**config.mk**
```make
export PLATFORM = sky130hd
export DESIGN_NAME = spq_cell
export DESIGN_NICKNAME = d
export VERILOG_FILES = /design/src/design/spq_pkg.sv /design/src/design/spq_cell.sv
export SDC_FILE = /design/constraint.sdc
export NUM_CORES = 1
export LEC_CHECK = 0
export BUFFER_PORTS_ARGS = -buffer_cell sky130_fd_sc_hd__buf_2
export CAP_MARGIN = 10
export CORE_ASPECT_RATIO = 0.75
export CORE_MARGIN = 5
export CORE_UTILIZATION = 42
export DETAILED_ROUTE_END_ITERATION = 8
export PLACE_DENSITY = 0.86
export SLEW_MARGIN = 40
export SYNTH_ARGS = -nofsm -noshare
export SYNTH_HDL_FRONTEND = slang
export SYNTH_SLANG_ARGS = --single-unit
```
**constraint.sdc**
```tcl
create_clock -name clk -period 4.35 [get_ports clk]
set_input_delay 0.435 -clock clk [delete_from_list [all_inputs] [get_ports clk]]
set_output_delay 0.435 -clock clk [all_outputs]
set_load 0.02 [all_outputs]
```
**src/design/spq_pkg.sv**
```systemverilog
`default_nettype none

package spq_pkg;

	localparam int KEY_W = 16;
	localparam int PAY_W = 16;
	localparam int OP_W  = 2;
	localparam int ST_W  = 2;
	localparam int OCC_W = 7;

	localparam logic [OP_W-1:0] OP_INSERT  = 2'd0;
	localparam logic [OP_W-1:0] OP_EXTRACT = 2'd1;
	localparam logic [OP_W-1:0] OP_PEEK    = 2'd2;
	localparam logic [OP_W-1:0] OP_CLEAR   = 2'd3;

	localparam logic [ST_W-1:0] ST_OK    = 2'd0;
	localparam logic [ST_W-1:0] ST_EMPTY = 2'd1;
	localparam logic [ST_W-1:0] ST_FULL  = 2'd2;

	// broadcast to every cell of the chain
	typedef struct packed {
		logic             ins;
		logic             ext;
		logic [KEY_W-1:0] key;
		logic [PAY_W-1:0] pay;
	} ctrl_t;

endpackage

`default_nettype wire

```
**src/design/spq_cell.sv**
```systemverilog
`default_nettype none

// One slot of the sorted chain. Shifts right on insert, left on extract.
module spq_cell (
	input  wire                          clk,
	input  wire  spq_pkg::ctrl_t         ctrl,
	input  wire                          occ,
	input  wire                          lt_left,
	input  wire  [spq_pkg::KEY_W-1:0]    left_key,
	input  wire  [spq_pkg::PAY_W-1:0]    left_pay,
	input  wire  [spq_pkg::KEY_W-1:0]    right_key,
	input  wire  [spq_pkg::PAY_W-1:0]    right_pay,
	output logic                         lt,
	output logic [spq_pkg::KEY_W-1:0]    key,
	output logic [spq_pkg::PAY_W-1:0]    pay
);

	logic [spq_pkg::KEY_W-1:0] key_q;
	logic [spq_pkg::PAY_W-1:0] pay_q;

	// keys are sorted, so lt is a thermometer along the chain
	assign lt  = occ && (key_q < ctrl.key);
	assign key = key_q;
	assign pay = pay_q;

	always_ff @(posedge clk) begin
		if (ctrl.ins) begin
			if (!lt) begin
				if (lt_left) begin
					key_q <= ctrl.key;
					pay_q <= ctrl.pay;
				end else begin
					key_q <= left_key;
					pay_q <= left_pay;
				end
			end
		end else if (ctrl.ext) begin
			key_q <= right_key;
			pay_q <= right_pay;
		end
	end

endmodule

`default_nettype wire

```
Yosys cells after proc, flatten, opt, wreduce, memory -nomap -nowiden:

Cells that the tools add are included.

* register bits after elaboration: 32
* bits of input ports: 101
* output and inout port bits: 33
* word-level logic and storage cells: 15

* order comparisons: 1
* equal/unequal tests: 1
* multiplexer cells: 8
* reduce and logical (&&, ||, !) cells: 3

Operators by type and width (number)
* 2-to-1 mux 16 bit: 8
* less-than comparator 16 bit: 1
* inequality test 2 bit, second input constant: 1
* AND reduction 2 bit: 1
* nonzero test 2 bit: 1
* logical AND 1 bit: 1

Depth between registers and ports, before layout:

Gate-level depths: netlist of run 1.

* word-level depth: 4
* depth in mapped cells: 6
* mapped depth without buffers: 6

Least setup slack after synthesis of run 1:

No wires, ideal clock.

* kind: reg2reg
* start point: register key_q (netlist bit key[15])
* end point: register key_q (netlist bit key[0]), enable pin
* setup time: 440 ps
* arrival: 2989 ps
* required time: 3910 ps
* path slack: 921 ps
* cell stages (with the launch flop): 6
* path buffers: 0
* period minus slack after synthesis: 3429 ps
* path through: edfxtp_1 > ha_1 > nand4_1 > nor3_2 > o211ai_2 > a41oi_1

* cells in the longest elaborated chain, start to end: 4

Ends and longest elaborated chain
* start: declaration: line spq_cell.sv:18 `logic [spq_pkg::KEY_W-1:0] key_q;`
* start signal: assignment: line spq_cell.sv:30 `key_q <= ctrl.key;`
* start signal: assignment: line spq_cell.sv:33 `key_q <= left_key;`
* start signal: assignment: line spq_cell.sv:38 `key_q <= right_key;`
* less-than comparator 16 bit: line spq_cell.sv:22 `assign lt = occ && (key_q < ctrl.key);`
* logical AND 1 bit: line spq_cell.sv:22
* inequality test 2 bit (no source line)
* AND reduction 2 bit (no source line)

Every way passes these cells.
A chain may end at the register's enable or synchronous reset.

Final worst setup path of run 1:

* start point: register key_q (netlist bit key[13])
* end point: output port lt

* cells in the longest elaborated chain, start to end: 2

Ends and longest elaborated chain
* less-than comparator 16 bit: line spq_cell.sv:22
* logical AND 1 bit: line spq_cell.sv:22
* end: declaration: line spq_cell.sv:13 `output logic lt,`

Every way passes these cells.

==> impl_metrics.ini, run 1 <==
[timing]
slew_headroom_pct = 64.0
finalWorstSetupSlack_ps = 1840
final_max_slew_viol_count = 0
final_hold_viol_count = 0
totalNegativeSetupSlack_ps = 0
setup_violation_total_in_the_final_timing_report = 0
grt_setup_unrepaired = no
period_minus_slack_ps = 2510
timing_worst_slew_pin_value_ps = 540
achievable-frequency_mhz = 399
finalCritPeriodShare_pct = 57.6
worst_clock_skew_ps = 4.10
whs_ps = 475

[worst_setup_path]
crit_arrival_ps = 2070
path_cells = ha_1, a21oi_1, o21ai_0, nor3b_1, and3_1, buf_2
critical_path_required_ps = 3910
worst_path_largest_cell_delay_ps = 450
buf_inv_stages_crit_path = 1
crit_path_start_kind = flop
setup.worst_path.class = flop to primary output
cpLargestDelayFamily = simple AND/OR/NAND/NOR gates
crit_path_end_kind = primary output
critical-path-slowest-cell = sky130_fd_sc_hd__nor3b_1
critPathMaxFanout = 2

[floorplanning]
die-width_um = 90.1
core_area_um2 = 4550
floorplan.io_pins = 134
floorplan.die_area_um2 = 6310
die_boundary_height_um = 70.1
floorplan.initialDensity_pct = 44.5
floorplan.rows = 21

[yosys]
post_synth.cell_area_avg_um2 = 10.4
synth_async_sr_flop_share_pct = 0
syn-cell-area_um2 = 2020
netlist-cell-type-count = 23
synth_edf_count = 32
synth_commonest_cells = sky130_fd_sc_hd__a21oi_1 (36), sky130_fd_sc_hd__nor2_1 (33), sky130_fd_sc_hd__edfxtp_1 (32), sky130_fd_sc_hd__mux2i_1 (32)
sequential_area_share_after_synthesis_pct = 47.6
postSynth.topFlopCell = sky130_fd_sc_hd__edfxtp_1
synth.ff_latch_count = 32
synth_top_area_share_pct = 47.6
synth_warnings = 0
yosys.cell_count.top_type = sky130_fd_sc_hd__a21oi_1
yosysTopAreaCell = sky130_fd_sc_hd__edfxtp_1
postSynthCellCount = 194
synth_area_leaders = sky130_fd_sc_hd__edfxtp_1 (48%), sky130_fd_sc_hd__mux2i_1 (16%), sky130_fd_sc_hd__ha_1 (9.3%), sky130_fd_sc_hd__a21oi_1 (8.9%), sky130_fd_sc_hd__nor2_1 (6.1%)
postSynthNetCount = 310

[final_layout]
finish.cell_count_without_fillers = 384
synth_to_final_area_change_pct = 41.9
drive_gt1_share_pct = 44.3
layout.nets = 442
fillers = 383
n_antenna_cell = 0

[clocking]
clk_pin_slew_worst_paths_ps = 60
max_buffers_root_to_sink = 2
holdBufCountCts = 0
cts_tree = done
post_cts_resized = 0
ctsRootBufferMaster = sky130_fd_sc_hd__clkbuf_8
cts.sinks = 32
postCtsSetupBuffers = 0
worstSkewPairLatency_ps = 280
htree_num_levels = 2
cts-buffers-inserted = 5

[global_routing]
aggregate_global_routing_overflow = 0
grt_pass1_vias = 1965
antenna_found_initial = 0
met3_usage_pct = 7.40
pin_count_of_the_biggest_net_entering_global_routing = 49
global_route.peak_usage_layer = met2
global_route.usage.met1_pct = 17.7
grt_first_pass_wirelength_mm = 8.91
global_route.usage.total_pct = 17.1
grt_util_met2_pct = 32.1

[pwr]
power_density_nw_per_um2 = 318
static-leakage-power_nw = 1.44
power.ir.vdd_worst_uv = 211

[routing]
drc = 0
post_drt_via_cell_ratio = 4.91
drtAntennaViolNets = 0
num_vias = 1884
dr.first_iter.drc_count = 15
drt_first_pass_iters = 4
route.detailed.wl_per_inst_um = 14.0
drt-total-wl_mm = 5.39

[placement]
gp_congestion = 0.747
pre_cts_ws_ps = 1930
dpl_wire_length_mm = 4.51
io_buffer_count = 133
placed_instance_count = 376

[run_status]
status = complete, no violations

[hold_path]
hold_path_class = input port to flop

[run]
maxCapViolations = 0
[report_power, final]
part	switching, mW	leakage [nW]	internal (mW)
clock	0.105	0.0532	0.167
sequential	0.0123	0.314	0.382
combinational	0.140	1.08	0.106
[stage by stage]
stage	utilization (%)	power (mW)	instance area, um^2
after detailed placement	60.7	0.651	2760
after global routing	63.1	0.966	2870
after CTS	63.1	0.927	2870
final	63.1	0.912	2870
after floorplan	-	0.542	2020
after global placement	60.0	0.634	2730
[area by class of cell]
class / instances / area [um^2] / share of cell area (%)
Multi-Input combinational cell: 136 / 966 / 33.7
Sequential cell: 32 / 961 / 33.5
Timing Repair Buffer: 136 / 706 / 24.6
Tap cell: 57 / 71.3 / 2.49
Clock buffer: 5 / 68.8 / 2.40
Inverter: 15 / 56.3 / 1.96
Clock inverter: 3 / 37.5 / 1.31
[state kept, by name (all words and copies together) (netlist names)]
register / count
pay: 16
key: 16
[layout by cell type, fill, tap and decap left out, types with 2 or more instances in the layout]
| cell type | n |
|---|---|
| sky130_fd_sc_hd__buf_2 | 132 |
| sky130_fd_sc_hd__o21ai_0 | 2 |
| sky130_fd_sc_hd__edfxtp_1 | 32 |
| sky130_fd_sc_hd__inv_1 | 15 |
| sky130_fd_sc_hd__nor2_1 | 33 |
| sky130_fd_sc_hd__clkbuf_8 | 5 |
| sky130_fd_sc_hd__ha_1 | 15 |
| sky130_fd_sc_hd__buf_8 | 2 |
| sky130_fd_sc_hd__buf_4 | 2 |
| sky130_fd_sc_hd__a21oi_1 | 36 |
| sky130_fd_sc_hd__nand4_1 | 4 |
| sky130_fd_sc_hd__nand2_1 | 3 |
| sky130_fd_sc_hd__clkinv_1 | 2 |
| sky130_fd_sc_hd__mux2i_1 | 32 |
[logic make-up after synthesis]
| logic type | share of synthesized area [%] |
|---|---|
| AO/OA/AOI/OAI | 12.1 |
| adder cells (fa/ha/maj) | 9.29 |
| buffers and inverters | 5.57 |
| flip-flops | 47.6 |
| multiplexers | 15.9 |
| AND/OR/NAND/NOR | 9.66 |
[routing by layer]
metal	wire, um	share of wire [%]
met1	2030	38
met2	2780	52
met3	553	10
met4	25	0.46
met5	0	0
[worst reg2reg max path, stage by stage, from the launching register on]
cell and delay (ps):
sky130_fd_sc_hd__edfxtp_1 410, sky130_fd_sc_hd__ha_1 320, sky130_fd_sc_hd__nand4_1 160, sky130_fd_sc_hd__nor3_2 220, sky130_fd_sc_hd__o211ai_2 140, sky130_fd_sc_hd__a41oi_4 460
sky130_fd_sc_hd__buf_8 220
[path summary, 6_finish.rpt]
check,startpoint,to,slack (ps),depth (start not counted)
worst min-delay path,right_key[0],key[0]$_DFFE_PP_,470,3
worst max-delay path,key[13]$_DFFE_PP_,lt,1840,6
worst min register to register,key[15]$_DFFE_PP_,pay[9]$_DFFE_PP_,1210,3
worst max register to register,key[13]$_DFFE_PP_,pay[0]$_DFFE_PP_,2120,6
Power figures use the tool's default switching activity.
==> inputs of run 2 (changes only) <==
==> constraint.sdc (replaced) <==
create_clock -name clk -period 2.6 [get_ports clk]
set_input_delay 0.26 -clock clk [delete_from_list [all_inputs] [get_ports clk]]
set_output_delay 0.26 -clock clk [all_outputs]
set_load 0.02 [all_outputs]
==> impl_metrics.ini, run 2 (synthesis results as in run 1) <==
[run_status]
status = complete, no violations

[final_layout]
fillers = 394
layout.nets = 445
drive_gt1_share_pct = 45.2
synth_to_final_area_change_pct = 40.9
utilization_pct = 62.6
finish.instance_area_um2 = 2850
final_cell_mix = sky130_fd_sc_hd__buf_2 (133), sky130_fd_sc_hd__a21oi_1 (36), sky130_fd_sc_hd__nor2_1 (33), sky130_fd_sc_hd__mux2i_1 (32), sky130_fd_sc_hd__edfxtp_1 (32)
n_antenna_cell = 0
most_common_cell_after_layout_fill_and_taps_aside = sky130_fd_sc_hd__buf_2

[routing]
post_drt_via_cell_ratio = 4.87
dr.first_iter.drc_count = 61
drtAntennaViolNets = 0
drc = 0
num_vias = 1885
drt_first_pass_iters = 4
route.detailed.wl_per_inst_um = 14.0
drt-total-wl_mm = 5.42

[placement]
gp_congestion = 0.746
dpl_wire_length_mm = 4.56
place_area_um2 = 2770
pre_cts_ws_ps = 544
io_buffer_count = 133

[timing]
finalWorstSetupSlack_ps = 372
period_minus_slack_ps = 2230
setup_violation_total_in_the_final_timing_report = 0
slew_headroom_pct = 56.3
final_hold_viol_count = 0
grt_setup_unrepaired = no
timing_worst_slew_pin_value_ps = 656
worst_clock_skew_ps = 6.86
whs_ps = 299
achievable-frequency_mhz = 449
final_max_slew_viol_count = 0
totalNegativeSetupSlack_ps = 0
finalCritPeriodShare_pct = 85.7

[worst_setup_path]
crit_arrival_ps = 1970
critical_path_required_ps = 2340
critPathMaxFanout = 2
timing.rr.start = key[15]$_DFFE_PP_
crit_path_end_kind = primary output
crit_path_start_kind = flop
ff2ff_setup_slack_ps = 520
r2r_end = pay[0]$_DFFE_PP_
worst-r2r-cell-count = 6
setup.worst_path.class = flop to primary output

[clocking]
postCtsSetupBuffers = 0
worstSkewPairLatency_ps = 280
cts-buffers-inserted = 5
clk_pin_slew_worst_paths_ps = 70
max_buffers_root_to_sink = 2
post_cts_resized = 0
htree_num_levels = 2
cts_tree = done
ctsRootBufferMaster = sky130_fd_sc_hd__clkbuf_8
holdBufCountCts = 0
cts.sinks = 32

[floorplanning]
core_area_um2 = 4550
floorplan.rows = 21
die-width_um = 90.1
die_boundary_height_um = 70.1
floorplan.initialDensity_pct = 44.5
floorplan.io_pins = 134
floorplan.die_area_um2 = 6310

[run]
maxCapViolations = 0

[pwr]
power.internal_mw = 0.996
register_share_of_total_power_pct = 46.3
power_switching_mw = 0.430
power_density_nw_per_um2 = 501
clock_power_share_pct = 25.0
netSwitchingFraction_pct = 30.1
comb_power_share_pct = 28.8
power.ir.vdd_worst_uv = 313
static-leakage-power_nw = 1.44

[global_routing]
pin_count_of_the_biggest_net_entering_global_routing = 40
global_route.usage.total_pct = 17.2
grt_pass1_vias = 1928
antenna_found_initial = 0
grt_first_pass_wirelength_mm = 8.90
aggregate_global_routing_overflow = 0

[hold_path]
min_delay_path_depth = 3
hold_path_class = input port to flop
worstHoldEndpoint = pay[11]$_DFFE_PP_
hold_path_startpoint = right_pay[11]
-- run 2: cell types whose count changed in the layout (fill, tap and decap cells not counted), sizes merged --
cell    before  now
clkinv       2    3
bufinv       1    0
buf        136  139
-- run 2: through the flow --
| step | cells | total power, mW |
|---|---|---|
| 6_report | 387 | 1.43 |
| 5_1_grt | 387 | 1.52 |
| 4_1_cts | 387 | 1.44 |
| 3_5_place_dp | 379 | 1.09 |
| 3_3_place_gp | 379 | 1.07 |
| 2_1_floorplan | 194 | 0.909 |
-- run 2: layout make-up --
type                            count  area [um^2]  area share, %
Multi-Input combinational cell    136          966           33.9
Sequential cell                    32          961           33.7
Timing Repair Buffer              139          711           25.0
Tap cell                           57         71.3           2.50
Clock buffer                        5         68.8           2.42
Inverter                           15         56.3           1.98
Clock inverter                      3         13.8          0.483
-- run 2: metal layers --
metal | vias up | share of wire (%) | global-route usage, %
met5 | - | 0 | 0
met3 | 6 | 10 | 7.08
li1 | 973 | - | -
met1 | 828 | 39 | 19.7
met2 | 78 | 50 | 29.9
met4 | 0 | 0.92 | 4.30
-- run 2: worst max-delay path by stage --
stage,startpoint,to,slack [ps],cells after the start
global route,key[13]$_DFFE_PP_,lt,170,6
CTS,key[13]$_DFFE_PP_,lt,350,6
finish,key[13]$_DFFE_PP_,lt,370,6
global placement,ctrl[31],pay[15]$_DFFE_PP_,590,8
floorplan,key[15]$_DFFE_PP_,key[0]$_DFFE_PP_,190,5
detailed placement,ctrl[31],key[12]$_DFFE_PP_,540,8
-- run 2: power by group through the flow --
| stage | clock (mW) | combinational [mW] | sequential [mW] |
|---|---|---|---|
| 2_1_floorplan | 0 | 0.168 | 0.741 |
| 5_1_grt | 0.394 | 0.455 | 0.668 |
| 4_1_cts | 0.367 | 0.417 | 0.661 |
| 3_5_place_dp | 0 | 0.415 | 0.671 |
| 6_report | 0.356 | 0.410 | 0.660 |
| 3_3_place_gp | 0 | 0.403 | 0.666 |
-- run 2: worst max-delay path, stage by stage (launching register included) --
cell	delay (ps)
sky130_fd_sc_hd__edfxtp_1	390
sky130_fd_sc_hd__ha_1	310
sky130_fd_sc_hd__a21oi_1	130
sky130_fd_sc_hd__o21ai_0	90
sky130_fd_sc_hd__nor3b_1	400
sky130_fd_sc_hd__and3_1	220
sky130_fd_sc_hd__buf_2	160
==> inputs of run 3 (changes only) <==
--- a/config.mk
+++ b/config.mk
@@ -9,9 +9,9 @@
 export CAP_MARGIN = 10
 export CORE_ASPECT_RATIO = 0.75
 export CORE_MARGIN = 5
-export CORE_UTILIZATION = 42
+export CORE_UTILIZATION = 38
 export DETAILED_ROUTE_END_ITERATION = 8
-export PLACE_DENSITY = 0.86
+export PLACE_DENSITY = 0.83
 export SLEW_MARGIN = 40
 export SYNTH_ARGS = -nofsm -noshare
 export SYNTH_HDL_FRONTEND = slang
==> constraint.sdc (replaced) <==
create_clock -name clk -period 1.9 [get_ports clk]
set_input_delay 0.19 -clock clk [delete_from_list [all_inputs] [get_ports clk]]
set_output_delay 0.19 -clock clk [all_outputs]
set_load 0.02 [all_outputs]
==> impl_metrics.ini, run 3 (synthesis results as in run 1) <==
[pwr]
power_density_nw_per_um2 = 715
static-leakage-power_nw = 1.47
power.ir.vdd_worst_uv = 558

[routing]
drtAntennaViolNets = 0
num_vias = 1876
route.detailed.wl_per_inst_um = 13.7
drt_first_pass_iters = 4
post_drt_via_cell_ratio = 4.62
drc = 0
dr.first_iter.drc_count = 52
drt-total-wl_mm = 5.57

[clocking]
htree_num_levels = 2
worstSkewPairLatency_ps = 280
cts_tree = done
max_buffers_root_to_sink = 2
cts.sinks = 32
ctsRootBufferMaster = sky130_fd_sc_hd__clkbuf_8
cts-buffers-inserted = 5
clk_pin_slew_worst_paths_ps = 70

[timing]
achievable-frequency_mhz = 488
worst_clock_skew_ps = 5.29
finalCritPeriodShare_pct = 108
setup_violation_total_in_the_final_timing_report = 28
timing_worst_slew_pin_value_ps = 294
final_hold_viol_count = 0
grt_setup_unrepaired = yes
finalWorstSetupSlack_ps = -147
final_max_slew_viol_count = 0
period_minus_slack_ps = 2050
slew_headroom_pct = 80.4

[hold_path]
hold_path_class = input port to flop
worstHoldEndpoint = key[1]$_DFFE_PP_
hold_path_startpoint = right_key[1]
min_delay_path_depth = 3

[placement]
pre_cts_ws_ps = -54.8
gp_congestion = 0.755
dpl_wire_length_mm = 4.58
io_buffer_count = 133
place_area_um2 = 2860

[global_routing]
pin_count_of_the_biggest_net_entering_global_routing = 33
global_route.usage.total_pct = 16.3
grt_first_pass_wirelength_mm = 8.61
aggregate_global_routing_overflow = 0
global_route.peak_usage_layer = met2
grt_util_met2_pct = 26.7
global_route.usage.met1_pct = 18.8
met3_usage_pct = 8.04
grt_pass1_vias = 1899
antenna_found_initial = 0

[floorplanning]
die_boundary_height_um = 73.2
floorplan.die_area_um2 = 6890
core_area_um2 = 5240
die-width_um = 94.2
floorplan.initialDensity_pct = 38.6
floorplan.rows = 23
floorplan.io_pins = 134

[final_layout]
multi_input_comb_area_um2 = 1020
final_cell_mix = sky130_fd_sc_hd__buf_2 (132), sky130_fd_sc_hd__a21oi_1 (36), sky130_fd_sc_hd__nor2_1 (33), sky130_fd_sc_hd__mux2i_1 (32), sky130_fd_sc_hd__edfxtp_1 (32)
drive_gt1_share_pct = 46.5
fillers = 477
ff_latch_area_um2 = 961
utilization_pct = 57.0
synth_to_final_area_change_pct = 47.9
most_common_cell_after_layout_fill_and_taps_aside = sky130_fd_sc_hd__buf_2
finish.instance_area_um2 = 2990
n_antenna_cell = 0
layout.nets = 446

[worst_setup_path]
crit_path_end_kind = primary output
crit_arrival_ps = 1860
r2r_end = pay[2]$_DFFE_PP_
worst-r2r-cell-count = 6
critPathMaxFanout = 3
crit_path_start_kind = flop
critical_path_required_ps = 1710
ff2ff_setup_slack_ps = -90
setup.worst_path.class = flop to primary output
timing.rr.start = key[11]$_DFFE_PP_

[run_status]
failed_checks = setup timing
status = complete, but fails checks

[run]
maxCapViolations = 0
## run 3: cell type report
cell class	count	area share, %
Clock buffer	6	2.43
Clock inverter	2	1.17
Inverter	15	1.88
Multi-Input combinational cell	136	34.0
Sequential cell	32	32.2
Tap cell	75	3.14
Timing Repair Buffer	140	25.2
## run 3: critical path: stages, from the launching register on
cell	delay, ps
sky130_fd_sc_hd__edfxtp_1	430
sky130_fd_sc_hd__ha_4	300
sky130_fd_sc_hd__nand4_1	140
sky130_fd_sc_hd__nor3_2	230
sky130_fd_sc_hd__o211ai_2	150
sky130_fd_sc_hd__and3_1	200
sky130_fd_sc_hd__buf_6	130
## run 3: repair_timing
action,4_1_cts,5_1_grt
pin swaps,5,5
hold buffers,0,0
buffers inserted,1,0
setup endpoints to repair,33,33
resized for setup,3,1
## run 3: worst max path at each step
stage	startpoint	endpoint	cells past startpoint
2_1_floorplan	key[11]$_DFFE_PP_	key[0]$_DFFE_PP_	5
3_3_place_gp	key[11]$_DFFE_PP_	pay[11]$_DFFE_PP_	6
3_5_place_dp	key[11]$_DFFE_PP_	pay[12]$_DFFE_PP_	6
4_1_cts	key[11]$_DFFE_PP_	lt	6
5_1_grt	key[11]$_DFFE_PP_	lt	6
6_report	key[11]$_DFFE_PP_	lt	6
## run 3: per-stage QoR
step	total power, mW	instances	setup TNS [ps]	hold slack (ps)
2_1_floorplan	1.26	194	-11820	415
4_1_cts	2.16	406	-3740	213
3_3_place_gp	1.50	397	0	513
5_1_grt	2.27	406	-5300	209
3_5_place_dp	1.52	397	-1450	511
6_report	2.14	406	-2390	223
## run 3: where the power goes
part / internal, mW / leakage (nW) / switching [mW] / total [mW]
Sequential: 0.875 / 0.314 / 0.0307 / 0.905
Clock: 0.389 / 0.0552 / 0.247 / 0.636
Combinational: 0.266 / 1.10 / 0.330 / 0.596
## run 3: per-layer routing
metal	up-vias	part of all wire, %
met5	-	0
met4	0	1.6
met3	9	12
met2	82	45
met1	810	41
li1	975	-
